File: src/rtl/sha1g_pkg.sv
package sha1g_pkg;

   localparam int unsigned WordWidth      = 32;
   localparam int unsigned NumRounds      = 80;
   localparam int unsigned RoundsPerPhase = 20;
   localparam int unsigned SchedDepth     = 16;

   typedef logic [WordWidth-1:0] word_type;
   typedef word_type [SchedDepth-1:0] sched_type;

   typedef struct packed {
      word_type a;
      word_type b;
      word_type c;
      word_type d;
      word_type e;
   } work_type;

   typedef struct packed {
      logic [63:0] high;
      logic [63:0] mid;
      logic [31:0] low;
   } digest_type;

   typedef enum logic [1:0] {
      PH_CHOOSE   = 2'd0,
      PH_PARITY_A = 2'd1,
      PH_MAJORITY = 2'd2,
      PH_PARITY_B = 2'd3
   } phase_type;

   localparam word_type Iv0 = 32'h67452301;
   localparam word_type Iv1 = 32'hEFCDAB89;
   localparam word_type Iv2 = 32'h98BADCFE;
   localparam word_type Iv3 = 32'h10325476;
   localparam word_type Iv4 = 32'hC3D2E1F0;

   localparam word_type Rk0 = 32'h5A827999;
   localparam word_type Rk1 = 32'h6ED9EBA1;
   localparam word_type Rk2 = 32'h8F1BBCDC;
   localparam word_type Rk3 = 32'hCA62C1D6;

   localparam work_type WorkInit = '{a: Iv0, b: Iv1, c: Iv2, d: Iv3, e: Iv4};

   function automatic word_type round_k(input phase_type phase);
      word_type k;
      case (phase)
         PH_CHOOSE:   k = Rk0;
         PH_PARITY_A: k = Rk1;
         PH_MAJORITY: k = Rk2;
         PH_PARITY_B: k = Rk3;
         default:     k = Rk0;
      endcase
      return k;
   endfunction

   function automatic word_type round_f(input phase_type phase, input word_type b,
                                        input word_type c, input word_type d);
      word_type f;
      case (phase)
         PH_CHOOSE:   f = (b & c) | (~b & d);
         PH_MAJORITY: f = (b & c) | (b & d) | (c & d);
         PH_PARITY_A,
         PH_PARITY_B: f = b ^ c ^ d;
         default:     f = b ^ c ^ d;
      endcase
      return f;
   endfunction

endpackage

File: src/rtl/sha1g_cell.sv
module sha1g_cell (
   input  logic                clock,
   input  logic                reset,
   input  logic                enable,
   input  sha1g_pkg::phase_type phase,
   input  logic                valid_in,
   input  sha1g_pkg::work_type  work_in,
   input  sha1g_pkg::sched_type sched_in,
   output logic                valid_out,
   output sha1g_pkg::work_type  work_out,
   output sha1g_pkg::sched_type sched_out
);
   import sha1g_pkg::*;

   logic      valid_ff;
   work_type  work_ff, work_in_next;
   sched_type sched_ff, sched_in_next;
   word_type  temp, mix;

   // sched_in holds W[r..r+15]; slot 0 is this round's word
   always_comb begin
      temp = {work_in.a[26:0], work_in.a[31:27]}
           + round_f(phase, work_in.b, work_in.c, work_in.d)
           + work_in.e + round_k(phase) + sched_in[0];
      work_in_next.a = temp;
      work_in_next.b = work_in.a;
      work_in_next.c = {work_in.b[1:0], work_in.b[31:2]};
      work_in_next.d = work_in.c;
      work_in_next.e = work_in.d;

      mix = sched_in[13] ^ sched_in[8] ^ sched_in[2] ^ sched_in[0];
      for (int i = 0; i < SchedDepth - 1; i++) begin
         sched_in_next[i] = sched_in[i+1];
      end
      sched_in_next[SchedDepth-1] = {mix[30:0], mix[31]};
   end

   always_ff @(posedge clock) begin
      if (reset) begin
         valid_ff <= 1'b0;
      end else if (enable) begin
         valid_ff <= valid_in;
      end
   end

   always_ff @(posedge clock) begin
      if (enable) begin
         work_ff  <= work_in_next;
         sched_ff <= sched_in_next;
      end
   end

   assign valid_out = valid_ff;
   assign work_out  = work_ff;
   assign sched_out = sched_ff;

endmodule

File: config.mk
export PLATFORM = sky130hd
export DESIGN_NAME = sha1g_cell
export DESIGN_NICKNAME = d
export VERILOG_FILES = /design/src/rtl/sha1g_pkg.sv /design/src/rtl/sha1g_cell.sv
export SDC_FILE = /design/constraint.sdc
export NUM_CORES = 1
export LEC_CHECK = 0
export BUFFER_PORTS_ARGS = -buffer_cell sky130_fd_sc_hd__buf_4
export CORE_AREA = 8 8 519 521
export DETAILED_ROUTE_END_ITERATION = 7
export DIE_AREA = 0 0 527 529
export SYNTH_ARGS = -nofsm -noshare
export SYNTH_HDL_FRONTEND = slang
export SYNTH_SLANG_ARGS = --single-unit
File: constraint.sdc
create_clock -name clock -period 6.6 [get_ports clock]
set_input_delay 0.33 -clock clock [delete_from_list [all_inputs] [get_ports clock]]
set_output_delay 0.33 -clock clock [all_outputs]
set_load 0.01 [all_outputs]
Word level (Yosys, flattened, before mapping). Cells that the tools add are included.

Flip-flop bits (word level): 673. Bits of input ports: 678. Output and inout port bits: 673. Word-level logic and storage cells: 46.

Add/sub/neg operators: 4. Equal/unequal tests: 3. Multiplexer cells: 2. Bitwise operators: 13. Reductions and logical operators: 2.

Operators by type and width (number): $xor 32x32->32 (5); $add 32x32->32 (4); $and 32x32->32 (4); $pmux 32 s4 (1); $or 32x32->32 (3); $pmux 32 s3 (1); $not 32->32 (1); $eq 2x2->1 const B (2); $eq 2x1->1 const B (1); $logic_not 2->1 (1); $reduce_or 2->1 (1).

Logic depth before layout (Yosys ltp).
Depth after elaboration: 8. Mapped depth: 21. Gate-level depth less buffers: 20.

Least setup slack after synthesis. No wires, ideal clock.

Path kind: in2reg. Start point: in phase[0]. End point: reg work_ff, in the netlist work_out[153], data pin. Arrival time: 4.483 ns. Required time: 6.326 ns. Slack: 1.843 ns. Cell stages on the path: 18. Cell sequence: inv_1 ha_1 clkbuf_1 buf_1 clkbuf_1 a21oi_1 fa_1 inv_1 fa_1 inv_1 ha_1 buf_6 a2111o_1 o21a_1 a311o_1 a31oi_4 o41ai_1 xor2_1.

Word-level cells in the longest chain between the ends: 7. Elaborated cells on any way between the ends: 11. Those cells by class: add/sub: 4; eq/ne: 3; mux: 2; reduce/logical: 2.

Ends and longest elaborated chain: start, declared (line sha1g_cell.sv:5) `input sha1g_pkg::phase_type phase,`; $eq 2x2->1 / $eq 2x1->1 (equally long branches) (line sha1g_pkg.sv:47, sha1g_pkg.sv:60); $reduce_or 2->1 (line sha1g_pkg.sv:60) `case (phase)`; $pmux 32 s3 (line sha1g_pkg.sv:60); $add 32x32->32 (line sha1g_cell.sv:23) `+ round_f(phase, work_in.b, work_in.c, work_in.d)`; $add 32x32->32 (line sha1g_cell.sv:24) `+ work_in.e + round_k(phase) + sched_in[0];`; $add 32x32->32 * (2 in a row) (line sha1g_cell.sv:24); via temp[25] (line sha1g_cell.sv:18) `word_type temp, mix;`; end signal, assigned (line sha1g_cell.sv:48) `work_ff <= work_in_next;`; end, declared (line sha1g_cell.sv:16) `work_type work_ff, work_in_next;`.

Mark *: on every way through the listed nets, which the timed path passes. The rest lies on a longest branch. The select of a mux whose other input is x is not followed. A chain may end at the register's enable or synchronous reset.

Worst setup path in the final report.
Start point: in phase[1]. End point: reg work_ff, in the netlist work_out[152], data pin.

The elaborated chain is that of the path after synthesis.

==> impl_metrics.tcl <==
set metrics [dict create \
    die-area_sq_um 279000 \
    arrival_ps 5310 \
    cap_viol_max_count 0 \
    wl_per_cell_um 26.5 \
    vdd_drop_max_uv 209 \
    cts_buffers 90 \
    yosysUniqueCellTypes 53 \
    grt_pass1_wl_mm 237 \
    ios 1351 \
    cp-start-kind "input port" \
    crit_fanout 19 \
    clock-sinks 673 \
    drtIter0Drc 1177 \
    yosys_warnings 0 \
    start_util_pct 10.3 \
    finalPower_w 0.0151 \
    top_layer_used "met5" \
    io_buffers 1350 \
    synth_nets 2281 \
    crit_required_ps 7110 \
    outcome "finished, final reports clean" \
    syn_to_final_growth_pct 89.3 \
    antenna_found_initial 102 \
    multi_input_area_sq_um 5810 \
    synth_seq_cells 673 \
    post_cts_buffers 0 \
    synthCells 1443 \
    path_clk_slew_ps 60 \
    grt_pass1_vias 24124 \
    regArea_sq_um 20200 \
    timing.fmax_mhz 208 \
    avgSynthCellArea_sq_um 18.6 \
    p_leak_nw 20.5 \
    drive_gt1_share_pct 42.2 \
    ys_seq_area_share_pct 75.3 \
    period_minus_slack_ps 4800 \
    vias 22029 \
    overflow 0 \
    worst-setup-path-type "in -> reg" \
    netlist_area_sq_um 26800 \
    place_congestion 0.915 \
    final_core_util_pct 19.4 \
    row_count 188 \
    cts.htree.levels 3 \
    cts_tree "built" \
    cts.path.max_buffers 4 \
    layout_setup_ws_ps 1800 \
    worstHoldPathType "in -> reg" \
    dp_slack_ps 1040 \
    drt-total-wl_mm 186 \
    end_kind "flop" \
    final_common_cell "buf_4" \
    drt-met1-wl_mm 71.5 \
    fill_cells 27959 \
    synth-edff-count 672 \
    worst_pin_slew_ps 1060 \
    dieHeight_um 529 \
    post-route-period-util_pct 72.7 \
    die_w_um 527 \
    ant_nets 0 \
    vias_per_cell 3.13 \
    slew-limit-headroom_pct 29.5 \
    post-dp-hpwl_mm 156 \
    clock_latency_ps 790 \
    rsz0062_at_grt "no" \
    clockRootBuffer "clkbuf_16" \
    pwr_density_cell_nw_per_um2 297 \
    setup_viol 0 \
    coreArea_sq_um 261000 \
    async_flop_share_pct 0 \
    mostFrequentLayoutCells "buf_4 (1360), edfxtp_1 (672), dlygate4sd3_1 (639)" \
    first_pass_iters 5 \
    fin_nets 4351 \
    finClkSkew_ps 0 \
    drv_slew 0 \
    dr_wl_met2_mm 89.6 \
    hold_viol_final 0 \
    track_usage_pct 12.6 \
    grt_max_degree 152 \
    holdWs_ps 94.1 \
    drc 0 \
    tns_ps 0 \
    synthFlopType "edfxtp_1" \
    met3WireLength_mm 18.6 \
]
==> stage by stage <==
step | area, sq um | std cells
finish | 50800 | 7038
global route | 50700 | 7020
CTS | 50700 | 7002
detailed placement | 41300 | 6202
global placement | 41300 | 6201
floorplan | 26800 | 1443
==> worst max-delay path: stages <==
cell and delay (ps):
buf_4 100, inv_1 60, ha_1 300, inv_1 380
nand2_2 330, buf_4 320, a221oi_1 270, a21oi_1 110
fa_1 600, fa_1 420, ha_1 410, a21oi_1 380
o2111ai_1 180, a31oi_1 280, a211oi_2 140, a21boi_1 360
o21bai_1 140, xor2_1 160
==> registers in the layout, summed over array words and instances, names as in the netlist <==
signal,flops
valid_out,1
sched_out,512
work_out,160
==> routing by layer <==
| metal | vias to the layer above | global-route usage [%] |
|---|---|---|
| met1 | 11022 | 14.5 |
| met4 | 26 | 4.13 |
| met3 | 244 | 4.88 |
| met2 | 1309 | 21.7 |
| met5 | - | 0 |
| li1 | 9428 | - |
==> synth_stat cells (5+ instances only) <==
cell	n	area share, %
a21o_1	9	0.25
a21oi_1	59	1.1
a221o_1	7	0.26
a221oi_1	24	0.78
clkbuf_1	21	0.29
edfxtp_1	672	75
fa_1	120	9.0
ha_1	40	1.9
inv_1	193	2.7
mux2_2	7	0.29
mux2i_1	26	0.97
nand2_1	23	0.32
nand3_1	7	0.13
nor2_1	16	0.22
nor3_1	5	0.093
o21a_1	5	0.14
o21ai_0	20	0.37
o21bai_1	5	0.14
xnor2_1	86	2.8
xor2_1	44	1.4
==> cell type report <==
type / count / share of cell area [%]
repair buffers: 2003 / 32.8
diodes: 36 / 0.177
flip-flops and latches: 673 / 39.8
clock buffers: 105 / 4.55
clock inverters: 56 / 1.36
inverters: 193 / 1.43
multi-input cells: 552 / 11.4
well taps: 3420 / 8.43
==> cells by family (layout without fill, tap and decap cells) <==
kind of cell | Yosys count | count (layout) | share of synthesized area [%]
XOR/XNOR | 130 | 130 | 4.24
other | 0 | 36 | 0
AND/OR/NAND/NOR | 72 | 72 | 1.30
AO/OA/AOI/OAI | 157 | 157 | 3.99
flip-flops | 673 | 673 | 75.3
buffers and inverters | 218 | 2357 | 3.08
adder cells (fa/ha/maj) | 160 | 160 | 10.8
multiplexers | 33 | 33 | 1.26
==> path summary, 6_finish.rpt <==
path,from,to,slack (ps),depth (start not counted)
worst min-delay path,sched_in[15],sched_out[496]$_DFFE_PP_,90,3
worst max-delay path,phase[1],work_out[152]$_DFFE_PP_,1800,18
worst min register to register,valid_out$_SDFFE_PP0P_,valid_out$_SDFFE_PP0P_,1160,3
worst max register to register,valid_out$_SDFFE_PP0P_,valid_out$_SDFFE_PP0P_,5370,3
==> what timing repair did <==
action                                  in CTS  in global routing
hold endpoints to repair                   640                  0
resized for setup                            0                  0
hold buffers                               639                  0
endpoints found under the setup margin       0                  0
==> power breakdown <==
group	total (W)	switching (W)	internal (W)
sequential	0.00551	0.000191	0.00532
combinational	0.00445	0.00253	0.00193
clock	0.00514	0.00211	0.00303
Note: power is estimated with default switching activity, not from simulation.
