`src/rtl/sha1g_pkg.sv`:
```
package sha1g_pkg;

   localparam int unsigned WordWidth      = 32;
   localparam int unsigned NumRounds      = 80;
   localparam int unsigned RoundsPerPhase = 20;
   localparam int unsigned SchedDepth     = 16;

   typedef logic [WordWidth-1:0] word_type;
   typedef word_type [SchedDepth-1:0] sched_type;

   typedef struct packed {
      word_type a;
      word_type b;
      word_type c;
      word_type d;
      word_type e;
   } work_type;

   typedef struct packed {
      logic [63:0] high;
      logic [63:0] mid;
      logic [31:0] low;
   } digest_type;

   typedef enum logic [1:0] {
      PH_CHOOSE   = 2'd0,
      PH_PARITY_A = 2'd1,
      PH_MAJORITY = 2'd2,
      PH_PARITY_B = 2'd3
   } phase_type;

   localparam word_type Iv0 = 32'h67452301;
   localparam word_type Iv1 = 32'hEFCDAB89;
   localparam word_type Iv2 = 32'h98BADCFE;
   localparam word_type Iv3 = 32'h10325476;
   localparam word_type Iv4 = 32'hC3D2E1F0;

   localparam word_type Rk0 = 32'h5A827999;
   localparam word_type Rk1 = 32'h6ED9EBA1;
   localparam word_type Rk2 = 32'h8F1BBCDC;
   localparam word_type Rk3 = 32'hCA62C1D6;

   localparam work_type WorkInit = '{a: Iv0, b: Iv1, c: Iv2, d: Iv3, e: Iv4};

   function automatic word_type round_k(input phase_type phase);
      word_type k;
      case (phase)
         PH_CHOOSE:   k = Rk0;
         PH_PARITY_A: k = Rk1;
         PH_MAJORITY: k = Rk2;
         PH_PARITY_B: k = Rk3;
         default:     k = Rk0;
      endcase
      return k;
   endfunction

   function automatic word_type round_f(input phase_type phase, input word_type b,
                                        input word_type c, input word_type d);
      word_type f;
      case (phase)
         PH_CHOOSE:   f = (b & c) | (~b & d);
         PH_MAJORITY: f = (b & c) | (b & d) | (c & d);
         PH_PARITY_A,
         PH_PARITY_B: f = b ^ c ^ d;
         default:     f = b ^ c ^ d;
      endcase
      return f;
   endfunction

endpackage

```
`src/rtl/sha1g_out.sv`:
```
module sha1g_out (
   input  logic                  clock,
   input  logic                  reset,
   input  logic                  in_valid,
   input  sha1g_pkg::digest_type in_digest,
   output logic                  hold,
   output logic                  rsp_valid,
   input  logic                  rsp_stall,
   output sha1g_pkg::digest_type rsp_digest
);
   import sha1g_pkg::*;

   logic       out_valid_ff, out_valid_in;
   logic       skid_valid_ff, skid_valid_in;
   digest_type out_ff, out_in;
   digest_type skid_ff;
   logic       out_free;

   assign out_free = !out_valid_ff || !rsp_stall;

   always_comb begin
      out_valid_in  = out_valid_ff;
      skid_valid_in = skid_valid_ff;
      out_in        = out_ff;
      if (skid_valid_ff) begin
         // chain is frozen; drain the skid slot first
         if (out_free) begin
            out_valid_in  = 1'b1;
            out_in        = skid_ff;
            skid_valid_in = 1'b0;
         end
      end else if (out_free) begin
         out_valid_in = in_valid;
         out_in       = in_digest;
      end else if (in_valid) begin
         skid_valid_in = 1'b1;
      end
   end

   always_ff @(posedge clock) begin
      if (reset) begin
         out_valid_ff  <= 1'b0;
         skid_valid_ff <= 1'b0;
      end else begin
         out_valid_ff  <= out_valid_in;
         skid_valid_ff <= skid_valid_in;
      end
   end

   always_ff @(posedge clock) begin
      out_ff <= out_in;
      if (!skid_valid_ff && !out_free && in_valid) begin
         skid_ff <= in_digest;
      end
   end

   assign hold       = skid_valid_ff;
   assign rsp_valid  = out_valid_ff;
   assign rsp_digest = out_ff;

endmodule

```
`config.mk`:
```
export PLATFORM = sky130hd
export DESIGN_NAME = sha1g_out
export DESIGN_NICKNAME = d
export VERILOG_FILES = /design/src/rtl/sha1g_pkg.sv /design/src/rtl/sha1g_out.sv
export SDC_FILE = /design/constraint.sdc
export NUM_CORES = 1
export LEC_CHECK = 0
export BUFFER_PORTS_ARGS = -buffer_cell sky130_fd_sc_hd__clkbuf_2
export CORE_ASPECT_RATIO = 1.25
export CORE_MARGIN = 1
export CORE_UTILIZATION = 41
export CTS_CLUSTER_DIAMETER = 80
export CTS_CLUSTER_SIZE = 10
export DETAILED_ROUTE_END_ITERATION = 7
export GPL_TIMING_DRIVEN = 0
export MAX_ROUTING_LAYER = met4
export PLACE_DENSITY = 0.62
export SLEW_MARGIN = 25
export SYNTH_ARGS = -nofsm -noshare
export SYNTH_HDL_FRONTEND = slang
export SYNTH_SLANG_ARGS = --single-unit
```
`constraint.sdc`:
```
create_clock -name clock -period 25.6 [get_ports clock]
set_clock_uncertainty 0.1 [all_clocks]
set_input_delay 2.56 -clock clock [delete_from_list [all_inputs] [get_ports clock]]
set_output_delay 2.56 -clock clock [all_outputs]
set_load 0.01 [all_outputs]
```
Word-level counts from Yosys, hierarchy flattened
Cells that the tools add are included.
{"block": "classes", "n_mux": 10, "reduce_logical": 7}
{"op": "$mux W160", "n": 3}
{"op": "$mux W1", "n": 7}
{"op": "$logic_not A1 Y1", "n": 4}
{"op": "$logic_and A1 B1 Y1", "n": 2}
{"op": "$logic_or A1 B1 Y1", "n": 1}
{"block": "totals", "reg_bits": 322, "output_inout_bits": 162, "wordCells": 25}

Depth between registers and ports, before layout
{"block": "logic_depth", "depth_word": 5, "ltp_mapped": 5, "depth_no_buf": 2}

Worst setup path before layout
No wires, ideal clock.
{"block": "synth_path", "path_kind": "input-to-reg", "startpoint": "in rsp_stall", "endpoint": "reg skid_ff[0] (netlist bit), enable pin", "setup_time_ns": 0.907, "arrival_time_ns": 18.503, "required_time_ns": 24.593, "path_slack_ns": 6.090, "stages": 2, "path_buffers": 0, "cell_sequence": "nand2_1 nor3b_1"}
{"block": "synth_via", "elab_chain_cells": 5}
{"item": "start, declared", "line": "sha1g_out.sv:8", "text": "input logic rsp_stall,"}
{"item": "$logic_not A1 Y1", "line": "sha1g_out.sv:19", "text": "assign out_free = !out_valid_ff || !rsp_stall;"}
{"item": "$logic_or A1 B1 Y1", "line": "sha1g_out.sv:19"}
{"item": "$logic_not A1 Y1", "line": "sha1g_out.sv:52", "text": "if (!skid_valid_ff && !out_free && in_valid) begin"}
{"item": "$logic_and A1 B1 Y1 (2 in series)", "line": "sha1g_out.sv:52"}
{"item": "end signal, assigned", "line": "sha1g_out.sv:53", "text": "skid_ff <= in_digest;"}
{"item": "end, declared", "line": "sha1g_out.sv:16", "text": "digest_type skid_ff;"}
No other way between the ends.
A chain may end at the register's enable or synchronous reset.

Worst setup path after layout
{"block": "layout_path", "startpoint": "in rsp_stall", "endpoint": "reg skid_ff[133] (netlist bit), enable pin"}
{"block": "layout_via", "elab_chain_cells": 5}
{"item": "$logic_not A1 Y1", "line": "sha1g_out.sv:19"}
{"item": "$logic_or A1 B1 Y1", "line": "sha1g_out.sv:19"}
{"item": "named net out_free", "line": "sha1g_out.sv:17", "text": "logic out_free;"}
{"item": "$logic_not A1 Y1", "line": "sha1g_out.sv:52"}
{"item": "$logic_and A1 B1 Y1 (2 in series)", "line": "sha1g_out.sv:52"}
The timed path passes the listed nets, and every way through them passes these cells.

==> results.md <==
* Status: finished, final reports clean
* RSZ-0062 raised after global routing: false
* Synth-to-layout area growth at 28.0%
* CP Launch Type: input pin
* Post-synthesis sequential area ratio at 80.9%
* Final core occ at 53.6%
* Most frequent CP cell: buf_4
* Crit path arrival time at 5.70 ns
* Vias in the first global route at 6360
* Cts repair resizes at 0
* Critical path required time at 25.71 ns
* Total GRT Usage at 16.4%
* Root Driver: clkbuf_16
* TNS Setup at 0 ns
* Worst slew pin tran at 0.760 ns
* Clock power frac at 39.7%
* Yosys warning total at 0
* CTS Buf Count at 38
* Worst path cell trace: clkbuf_2 -> nand2_4 -> buf_16 -> nor3b_2 -> buf_4 -> buf_4 -> buf_4 -> buf_4 -> buf_4 -> buf_6 -> buf_4 -> buf_6
* Clock Latency Late Sink at 0.51 ns
* Final Non-Filler Cells at 1258
* Synthesized area per cell at 23.6 um2
* Final hold vios at 0
* Routed wire length at 23900 um
* Crit-path max cell delay at 0.68 ns
* Sw Ratio at 20.4%
* Layout fillers at 2305
* Vias per Instance at 4.77
* Final setup viols at 0
* Post-CTS Repair Setup Buffers at 0
* WS Path Type: input pin to flip-flop
* Starting Density at 41.8%
* Period minus WS final at 5.59 ns
* Max-cap check violation count at 0
* Via count at 5996
* Cell row count at 69
* Final cycle utilization of the critical path at 21.8%
* Final net count at 1057
* First-pass GRT wire length at 35600 um
* Port Buffer Count at 325
* Total Power at 1.16 mW
* Routed Antenna Nets at 0
* Largest net degree at the start of global routing at 51
* Slowest-stage cell, CP: nor3b_2
* Syn Inst Count at 505
* Fmax at 179 MHz
* Gate power share at 7.2%
* Internal Power at 0.924 mW
* Die height at 193 um
* Sw Pwr at 0.237 mW
* Avg WL per Cell at 19.0 um
* Synthesized flop and latch total at 322
* Max Transition Viols Final at 0
* Die W at 155 um
* Synthesized area at 11900 um2
* Initial DRC Count at 207
* TritonCTS clock tree: done
* Slew headroom at 49.1%
* CP top delay family: buffers and inverters
* WP buf/inv at 10
* Worst R2R Setup Slack at 21.75 ns
* Routability cong. at 0.740
* Total nets after synthesis at 669
* Reg area at 9650 um2
* Setup slack after layout at 20.01 ns
* CTS Buffer Depth at 3
* CTS clk-pin slew, worst paths at 0.05 ns
* Design area at 15300 um2
* Cts-stage hold buffer count at 0
* Post-DP HPWL at 17000 um
* DRC errors left at 0
* Most common cell after layout, fill and taps aside: clkbuf_2
* Reg power frac at 53.1%
* Pwr dens at 76.1 nW/um2
* Die ar. at 29800 um2
* DP Area at 14200 um2
* CTS Sinks at 322
* CP endpoint kind: flip-flop
* Hold Path Class: flip-flop to flip-flop
* Pre-CTS setup slack at 19.38 ns
* Yosys cell types at 11
* Most frequent cells in the layout: clkbuf_2 (325), edfxtp_1 (320), mux2_2 (82), mux2_4 (78), clkbuf_16 (39)
* Hold slack at 0.437 ns
* H-tree levels at 2
* Grt ovf at 0
* Placed insts at 1208
* Leakage at 6.07 nW
* Share of cells above drive strength 1 at 63.1%
* Initial antenna violation count at 1
* Detailed Routing Iterations Pass 1 at 4
* Crit-path max FO at 50
* Core area at 28500 um2
* Multi-input gate area at 2130 um2
* I/O Pins at 326
* Worst VDD drop at 0.0000558 V
-- layout make-up --
| type | instances | area share (%) |
|---|---|---|
| diodes | 1 | 0.0164 |
| plain buffers | 18 | 1.00 |
| clock buffers | 47 | 6.59 |
| clock inverters | 2 | 0.115 |
| multi-input cells | 165 | 14.0 |
| flip-flops and latches | 322 | 63.2 |
| well taps | 355 | 2.91 |
| repair buffers | 348 | 12.2 |
-- power groups by stage --
| stage | Sequential [mW] | Clock, mW | Combinational, mW |
|---|---|---|---|
| 3_5_place_dp | 0.628 | 0 | 0.0846 |
| 4_1_cts | 0.617 | 0.477 | 0.0847 |
| 3_3_place_gp | 0.638 | 0 | 0.0800 |
| 5_1_grt | 0.619 | 0.495 | 0.0899 |
| 2_1_floorplan | 0.644 | 0 | 0.0271 |
| 6_report | 0.617 | 0.461 | 0.0833 |
-- synth_stat cells --
cell      count  area [um2]
buf_2         8        40.0
edfxtp_1    320        9610
mux2_2       82         923
nor3_1        1        5.00
nand2_1       1        3.75
buf_6        10         113
mux2_4       78        1170
nor2_1        1        3.75
nor3b_1       1        7.51
dfxtp_1       2        40.0
a21oi_1       1        5.00
-- sequential cells by signal, summed over array words and instances (netlist names) --
signal,flops
skid_ff,160
hold,1
rsp_valid,1
rsp_digest,160
-- worst reg2reg max path: cells and delay by family, from the launching register on --
kind	cells	cell delay, ns
buffers and inverters	9	2.01
and+or+nand+nor	2	1.06
DFF	1	0.38
-- path summary, 6_finish.rpt --
kind                                   start              end  depth (start not counted)
worst max register to register     rsp_valid     skid_ff[133]                         11
worst max-delay path               rsp_stall     skid_ff[133]                         12
worst min-delay path            skid_ff[144]  rsp_digest[144]                          1
worst min register to register  skid_ff[144]  rsp_digest[144]                          1
-- routing by layer --
| layer | vias to the layer above | wire length [um] | part of all wire [%] | global-route usage [%] |
|---|---|---|---|---|
| met1 | 2913 | 9150 | 38 | 17.9 |
| met4 | 0 | 724 | 3.0 | 6.59 |
| met3 | 51 | 1690 | 7.1 | 4.85 |
| met2 | 223 | 12300 | 52 | 28.0 |
| li1 | 2809 | - | - | - |
| met5 | - | 0 | 0 | - |
-- kinds of logic after synthesis --
kind of cell,share of synthesized area [%]
muxes,17.6
AOI/OAI and AO/OA,0.0419
and+or+nand+nor,0.168
buffers and inverters,1.28
DFF,80.9
No activity file was read; power rests on OpenSTA's default activity.
